## config.mk

```make
export PLATFORM = sky130hd
export DESIGN_NAME = rws_mod
export DESIGN_NICKNAME = d
export VERILOG_FILES = /design/src/sv/rws_pkg.sv /design/src/sv/rws_mod.sv
export SDC_FILE = /design/constraint.sdc
export NUM_CORES = 1
export LEC_CHECK = 0
export ABC_CLOCK_PERIOD_IN_PS = 2600
export BUFFER_PORTS_ARGS = -buffer_cell sky130_fd_sc_hd__buf_2
export CORE_AREA = 2 2 96 98
export DETAILED_ROUTE_END_ITERATION = 16
export DIE_AREA = 0 0 98 100
export MAX_ROUTING_LAYER = met4
export PLACE_DENSITY_LB_ADDON = 0.25
export SETUP_SLACK_MARGIN = 0.5
export SYNTH_ARGS = -nofsm -noshare
export SYNTH_HDL_FRONTEND = slang
export SYNTH_SLANG_ARGS = --single-unit
```

## constraint.sdc

```tcl
create_clock -name clk -period 2.6 [get_ports clk]
set_input_delay 0.52 -clock clk [delete_from_list [all_inputs] [get_ports clk]]
set_output_delay 0.52 -clock clk [all_outputs]
set_load 0.02 [all_outputs]
```

## src/sv/rws_pkg.sv

```systemverilog
// Shared constants and types for the roulette wheel selector.
`default_nettype none
package rws_pkg;

	localparam int MAX_POPULATION = 1024;
	localparam int WEIGHT_BITS    = 16;
	localparam int IDX_W          = $clog2(MAX_POPULATION);
	localparam int CNT_W          = IDX_W + 1;
	localparam int TOTAL_W        = 26;
	localparam int RND_W          = 31;
	localparam int BEST_W         = WEIGHT_BITS + 1;
	localparam int RND_CNT_W      = $clog2(RND_W);

	typedef enum logic [1:0] {
		ACT_BEGIN  = 2'd0,
		ACT_LOAD   = 2'd1,
		ACT_SELECT = 2'd2
	} action_t;

	typedef enum logic [1:0] {
		ST_IDLE,
		ST_MOD,
		ST_WALK
	} state_t;

endpackage
`default_nettype wire

```

## src/sv/rws_mod.sv

```systemverilog
// Bit-serial restoring modulo unit: random value modulo running total.
`default_nettype none
module rws_mod
	import rws_pkg::*;
(
	input  wire logic               clk,
	input  wire logic               arst_n,
	input  wire logic               start,
	input  wire logic [RND_W-1:0]   dividend,
	input  wire logic [TOTAL_W-1:0] divisor,
	output logic                    done,
	output logic      [TOTAL_W-1:0] remainder
);

	logic [TOTAL_W-1:0]   rem_q;
	logic [RND_W-1:0]     dvd_q;
	logic [RND_CNT_W-1:0] cnt_q;
	logic                 run_q;
	logic                 done_q;
	logic [TOTAL_W:0]     trial;
	logic [TOTAL_W:0]     diff;
	logic [TOTAL_W-1:0]   rem_d;

	// remainder stays below divisor, so one compare-subtract per bit suffices
	always_comb begin
		trial = {rem_q, dvd_q[RND_W-1]};
		diff  = trial - {1'b0, divisor};
		if (trial >= {1'b0, divisor}) begin
			rem_d = diff[TOTAL_W-1:0];
		end else begin
			rem_d = trial[TOTAL_W-1:0];
		end
	end

	always_ff @(posedge clk or negedge arst_n) begin
		if (!arst_n) begin
			run_q  <= 1'b0;
			done_q <= 1'b0;
			cnt_q  <= '0;
		end else begin
			done_q <= 1'b0;
			if (start) begin
				run_q <= 1'b1;
				cnt_q <= RND_CNT_W'(RND_W - 1);
			end else if (run_q) begin
				cnt_q <= cnt_q - 1'b1;
				if (cnt_q == '0) begin
					run_q  <= 1'b0;
					done_q <= 1'b1;
				end
			end
		end
	end

	always_ff @(posedge clk) begin
		if (start) begin
			rem_q <= '0;
			dvd_q <= dividend;
		end else if (run_q) begin
			rem_q <= rem_d;
			dvd_q <= {dvd_q[RND_W-2:0], 1'b0};
		end
	end

	assign done      = done_q;
	assign remainder = rem_q;

endmodule
`default_nettype wire

```

==> flow_summary.html <==
<table>
<tr><th>Metric</th><th>Value</th></tr>
<tr><th colspan="2">Setup path</th></tr>
<tr><td>Family with the most delay on the worst path</td><td>compound AO/OA/AOI/OAI gates</td></tr>
<tr><td>Required @ worst endpoint</td><td>2860 ps</td></tr>
<tr><td>Crit path arrival time</td><td>2890 ps</td></tr>
<tr><td>Count of buffer and inverter cells on the critical path</td><td>3</td></tr>
<tr><td>Highest-delay cell along the critical path</td><td>sky130_fd_sc_hd__edfxtp_1</td></tr>
<tr><td>Worst Setup Start Kind</td><td>register</td></tr>
<tr><td>Biggest fanout along the worst timing path</td><td>5</td></tr>
<tr><td>Stage delay of the slowest cell on the critical path</td><td>400 ps</td></tr>
<tr><td>Critical path cell sequence</td><td>inv_2 &gt; ha_4 &gt; buf_6 &gt; nor2b_4 &gt; o31a_4 &gt; o2111ai_4 &gt; a211oi_2 &gt; o311ai_2 &gt; and2_4 &gt; buf_8 &gt; nand2_1 &gt; a311oi_2</td></tr>
<tr><td>Setup crit end kind</td><td>register</td></tr>
<tr><td>Worst Setup Path Type</td><td>reg2reg</td></tr>
<tr><th colspan="2">Synth</th></tr>
<tr><td>Summed instance area of the synthesized netlist</td><td>4380 um2</td></tr>
<tr><td>Post-Syn Nets</td><td>551</td></tr>
<tr><td>Main flop type after synthesis</td><td>sky130_fd_sc_hd__edfxtp_1</td></tr>
<tr><td>Share of the yosys chip area belonging to registers</td><td>0.371</td></tr>
<tr><td>Number of different library cells in the post-synthesis netlist</td><td>67</td></tr>
<tr><td>Share of async-settable or async-resettable flops after synthesis</td><td>0.109</td></tr>
<tr><td>Synthesized area per cell</td><td>9.49 um2</td></tr>
<tr><td>Post-synth EDFFs</td><td>31</td></tr>
<tr><td>Count of yosys warnings during synthesis</td><td>0</td></tr>
<tr><td>Yosys reg bits</td><td>64</td></tr>
<tr><td>Post-Syn Instances</td><td>462</td></tr>
<tr><th colspan="2">Placed design</th></tr>
<tr><td>Port Buf Inserts</td><td>86</td></tr>
<tr><td>Final HPWL from detailed placement</td><td>8.41 mm</td></tr>
<tr><td>Placed Area</td><td>5550 um2</td></tr>
<tr><td>Placed Cells incl. Taps</td><td>701</td></tr>
<tr><td>RD Place Congestion</td><td>0.891</td></tr>
<tr><th colspan="2">Layout</th></tr>
<tr><td>Fraction of layout instances using a drive strength above 1</td><td>0.476</td></tr>
<tr><td>Synth-to-Final Area Change</td><td>41.3%</td></tr>
<tr><td>Number of nets at the end of the flow</td><td>700</td></tr>
<tr><td>Final instance area</td><td>6190 um2</td></tr>
<tr><td>Final antenna diode count</td><td>0</td></tr>
<tr><td>Count of non-filler cells in the finished layout</td><td>727</td></tr>
<tr><td>Number of fill cells</td><td>684</td></tr>
<tr><th colspan="2">STA</th></tr>
<tr><td>Worst Clk Skew</td><td>9.10 ps</td></tr>
<tr><td>Worst slew margin</td><td>0.509</td></tr>
<tr><td>Number of endpoints failing setup at the final stage</td><td>2</td></tr>
<tr><td>Final setup slack of the worst path</td><td>-23.6 ps</td></tr>
<tr><td>RSZ-0062 raised after global routing</td><td>true</td></tr>
<tr><td>Final Max Slew Viols</td><td>0</td></tr>
<tr><td>Slew at the pin closest to its max-slew limit</td><td>736 ps</td></tr>
<tr><td>Total count of hold-check failures in the final report</td><td>0</td></tr>
<tr><td>Final period utilization</td><td>1.01</td></tr>
<tr><td>Maximum clock frequency</td><td>0.381 GHz</td></tr>
<tr><td>Shortest clock period the worst path allows after layout</td><td>2620 ps</td></tr>
<tr><td>Final-layout worst hold slack</td><td>448 ps</td></tr>
<tr><th colspan="2">Pwr</th></tr>
<tr><td>IR drop worst, VDD</td><td>615 uV</td></tr>
<tr><td>Final Power</td><td>6480 uW</td></tr>
<tr><td>P_leak</td><td>0.00270 uW</td></tr>
<tr><td>Cell Pwr Density</td><td>1050 nW/um2</td></tr>
<tr><th colspan="2">Global routing</th></tr>
<tr><td>Initial antenna violation count</td><td>0</td></tr>
<tr><td>Maximum number of pins on one net before global-route repair</td><td>38</td></tr>
<tr><td>GR Overflow Total</td><td>0</td></tr>
<tr><td>Via count of the first global-routing pass</td><td>4030</td></tr>
<tr><td>All-layer global routing usage</td><td>0.242</td></tr>
<tr><td>Global-route wire length before repair</td><td>18.8 mm</td></tr>
<tr><th colspan="2">Routing</th></tr>
<tr><td>Antenna-violating nets left</td><td>0</td></tr>
<tr><td>DRC Markers</td><td>0</td></tr>
<tr><td>Violation count after the first detailed-routing iteration</td><td>137</td></tr>
<tr><td>Routed len/inst</td><td>16.3 um</td></tr>
<tr><td>Pre-antenna DRT Iters</td><td>5</td></tr>
<tr><td>Total wire length</td><td>11.8 mm</td></tr>
<tr><td>Vias</td><td>4084</td></tr>
<tr><td>Via density per instance</td><td>5.62</td></tr>
<tr><th colspan="2">Flow run</th></tr>
<tr><td>Count of maximum capacitance violations</td><td>0</td></tr>
<tr><th colspan="2">Status</th></tr>
<tr><td>Violated checks</td><td>setup timing</td></tr>
<tr><td>Result of the run</td><td>finished, violations left</td></tr>
<tr><th colspan="2">Clock network</th></tr>
<tr><td>Num CTS Buffers</td><td>9</td></tr>
<tr><td>Number of clock sinks</td><td>64</td></tr>
<tr><td>Root Driver</td><td>sky130_fd_sc_hd__clkbuf_8</td></tr>
<tr><td>CTS tree</td><td>yes</td></tr>
<tr><td>Clk pin slew, worst setup/hold paths</td><td>80 ps</td></tr>
<tr><td>Clock insertion delay at the later pin of the skew report</td><td>360 ps</td></tr>
<tr><td>Depth of the CTS H-tree</td><td>3</td></tr>
<tr><td>Maximum root-to-sink buffer count</td><td>2</td></tr>
<tr><th colspan="2">Floorplan</th></tr>
<tr><td>Initial standard-cell utilization of the core</td><td>0.493</td></tr>
<tr><td>Core area</td><td>8890 um2</td></tr>
<tr><td>Die area</td><td>9800 um2</td></tr>
<tr><td>Die Y</td><td>100 um</td></tr>
<tr><td>Width of the die</td><td>98 um</td></tr>
<tr><td>Std cell rows</td><td>35</td></tr>
<tr><td># IOs</td><td>87</td></tr>
<tr><th colspan="2">Min path</th></tr>
<tr><td>Worst hold-check path type</td><td>in2reg</td></tr>
</table>
## sequential cells by signal (all words and copies together), names as in the netlist
name	flops
dvd_q	31
remainder	26
cnt_q	5
done	1
run_q	1
## Yosys cell counts, types with 3 or more instances
| library cell | number | area share |
|---|---|---|
| sky130_fd_sc_hd__a21oi_1 | 23 | 0.026 |
| sky130_fd_sc_hd__clkbuf_1 | 8 | 0.0069 |
| sky130_fd_sc_hd__nor3b_1 | 4 | 0.0069 |
| sky130_fd_sc_hd__o21ai_0 | 9 | 0.010 |
| sky130_fd_sc_hd__a211o_1 | 4 | 0.0080 |
| sky130_fd_sc_hd__xnor2_1 | 17 | 0.034 |
| sky130_fd_sc_hd__edfxtp_1 | 31 | 0.21 |
| sky130_fd_sc_hd__nor3_1 | 5 | 0.0057 |
| sky130_fd_sc_hd__o21a_1 | 4 | 0.0069 |
| sky130_fd_sc_hd__a31oi_1 | 4 | 0.0057 |
| sky130_fd_sc_hd__nor2b_1 | 3 | 0.0043 |
| sky130_fd_sc_hd__o211ai_1 | 6 | 0.010 |
| sky130_fd_sc_hd__dfxtp_1 | 26 | 0.12 |
| sky130_fd_sc_hd__o21ai_1 | 3 | 0.0034 |
| sky130_fd_sc_hd__nand2b_1 | 9 | 0.013 |
| sky130_fd_sc_hd__ha_1 | 28 | 0.080 |
| sky130_fd_sc_hd__and2_1 | 4 | 0.0057 |
| sky130_fd_sc_hd__xor2_1 | 5 | 0.010 |
| sky130_fd_sc_hd__nor2_1 | 42 | 0.036 |
| sky130_fd_sc_hd__buf_1 | 5 | 0.0043 |
| sky130_fd_sc_hd__nand3_1 | 6 | 0.0069 |
| sky130_fd_sc_hd__nand2_1 | 36 | 0.031 |
| sky130_fd_sc_hd__a21o_1 | 9 | 0.015 |
| sky130_fd_sc_hd__mux2i_1 | 13 | 0.030 |
| sky130_fd_sc_hd__inv_1 | 39 | 0.033 |
| sky130_fd_sc_hd__dfrtp_1 | 7 | 0.040 |
| sky130_fd_sc_hd__a211oi_1 | 16 | 0.027 |
| sky130_fd_sc_hd__a311oi_1 | 10 | 0.020 |
| sky130_fd_sc_hd__o21bai_1 | 4 | 0.0069 |
| sky130_fd_sc_hd__buf_2 | 5 | 0.0057 |
| sky130_fd_sc_hd__nand4_1 | 5 | 0.0071 |
| sky130_fd_sc_hd__mux2_2 | 30 | 0.077 |
## cell usage in the layout, fill, tap and decap left out, types with 8 or more instances in the layout
cell type | synthesis | routed
sky130_fd_sc_hd__mux2i_1 | 13 | 12
sky130_fd_sc_hd__inv_1 | 39 | 33
sky130_fd_sc_hd__o21ai_0 | 9 | 8
sky130_fd_sc_hd__nand2b_1 | 9 | 9
sky130_fd_sc_hd__ha_4 | 0 | 20
sky130_fd_sc_hd__a211oi_1 | 16 | 10
sky130_fd_sc_hd__edfxtp_1 | 31 | 31
sky130_fd_sc_hd__buf_4 | 1 | 67
sky130_fd_sc_hd__a21oi_1 | 23 | 16
sky130_fd_sc_hd__nand2_1 | 36 | 33
sky130_fd_sc_hd__xnor2_1 | 17 | 17
sky130_fd_sc_hd__buf_2 | 5 | 86
sky130_fd_sc_hd__nor2_1 | 42 | 40
sky130_fd_sc_hd__clkbuf_8 | 0 | 9
sky130_fd_sc_hd__a21o_1 | 9 | 9
sky130_fd_sc_hd__dfxtp_1 | 26 | 19
sky130_fd_sc_hd__mux2_2 | 30 | 30
## through the flow
| stage | setup WS (ps) | util | setup TNS [ps] |
|---|---|---|---|
| 2_1_floorplan | 48.9 | - | 0 |
| 3_3_place_gp | -170 | 0.624 | -2870 |
| 3_5_place_dp | -249 | 0.624 | -4070 |
| 4_1_cts | 36.4 | 0.667 | 0 |
| 5_1_grt | -141 | 0.697 | -1510 |
| 6_report | -23.6 | 0.697 | -26.7 |
## power breakdown
group          internal [uW]  switching (uW)  leakage, uW
Clock                    551             461     0.000112
Sequential              1300             259     0.000618
Combinational           1970            1940      0.00197
## per-layer routing
metal  up-vias  track usage  part of all wire
met1      1977        0.316              0.45
met3        16       0.0397             0.045
met2       107        0.394              0.49
met4         0       0.0684             0.015
li1       1984            -                 -
met5         -            -                 0
## timing repair
item,in CTS,in global routing
gates resized for setup,21,47
buffers inserted,5,3
hold buffers,1,0
endpoints found under the setup margin,26,26
pin swaps,4,21
cloned,1,0
endpoints found under the hold margin,7,0
## cell type report
type                       instances  area (um2)  share of cell area
timing repair buffer             160        1040               0.168
sequential                        64        1640               0.264
multi-input combinational        337        2990               0.483
tap                              111         139              0.0224
clock buffer                       9         124              0.0200
inverter                          39         156              0.0253
clock inverter                     7         105              0.0170
## kinds of logic (layout without fill, tap and decap cells)
family / count (synthesis) / after routing / share of synthesized area
buf+inv: 61 / 215 / 0.0582
simple gates: 130 / 130 / 0.146
flops: 64 / 64 / 0.371
xor+xnor: 22 / 22 / 0.0440
mux: 43 / 43 / 0.107
fa+ha+maj: 29 / 29 / 0.0845
compound gates: 113 / 113 / 0.190
## worst paths after layout
| check | start | endpoint | slack (ps) | cells after the start |
|---|---|---|---|---|
| max | dvd_q[30]$_DFFE_PP_ | remainder[24]$_SDFFE_PP0P_ | -20 | 12 |
| min | dividend[0] | dvd_q[0]$_SDFFCE_PN0P_ | 450 | 2 |
| max in group asynchronous | arst_n | cnt_q[2]$_DFFE_PN0P_ | 1910 | 2 |
| min in group asynchronous | arst_n | cnt_q[3]$_DFFE_PN0P_ | 520 | 2 |
| min reg2reg | remainder[12]$_SDFFE_PP0P_ | remainder[12]$_SDFFE_PP0P_ | 530 | 2 |
| max reg2reg | dvd_q[30]$_DFFE_PP_ | remainder[24]$_SDFFE_PP0P_ | -20 | 12 |
Note: power is estimated with default switching activity, not from simulation.
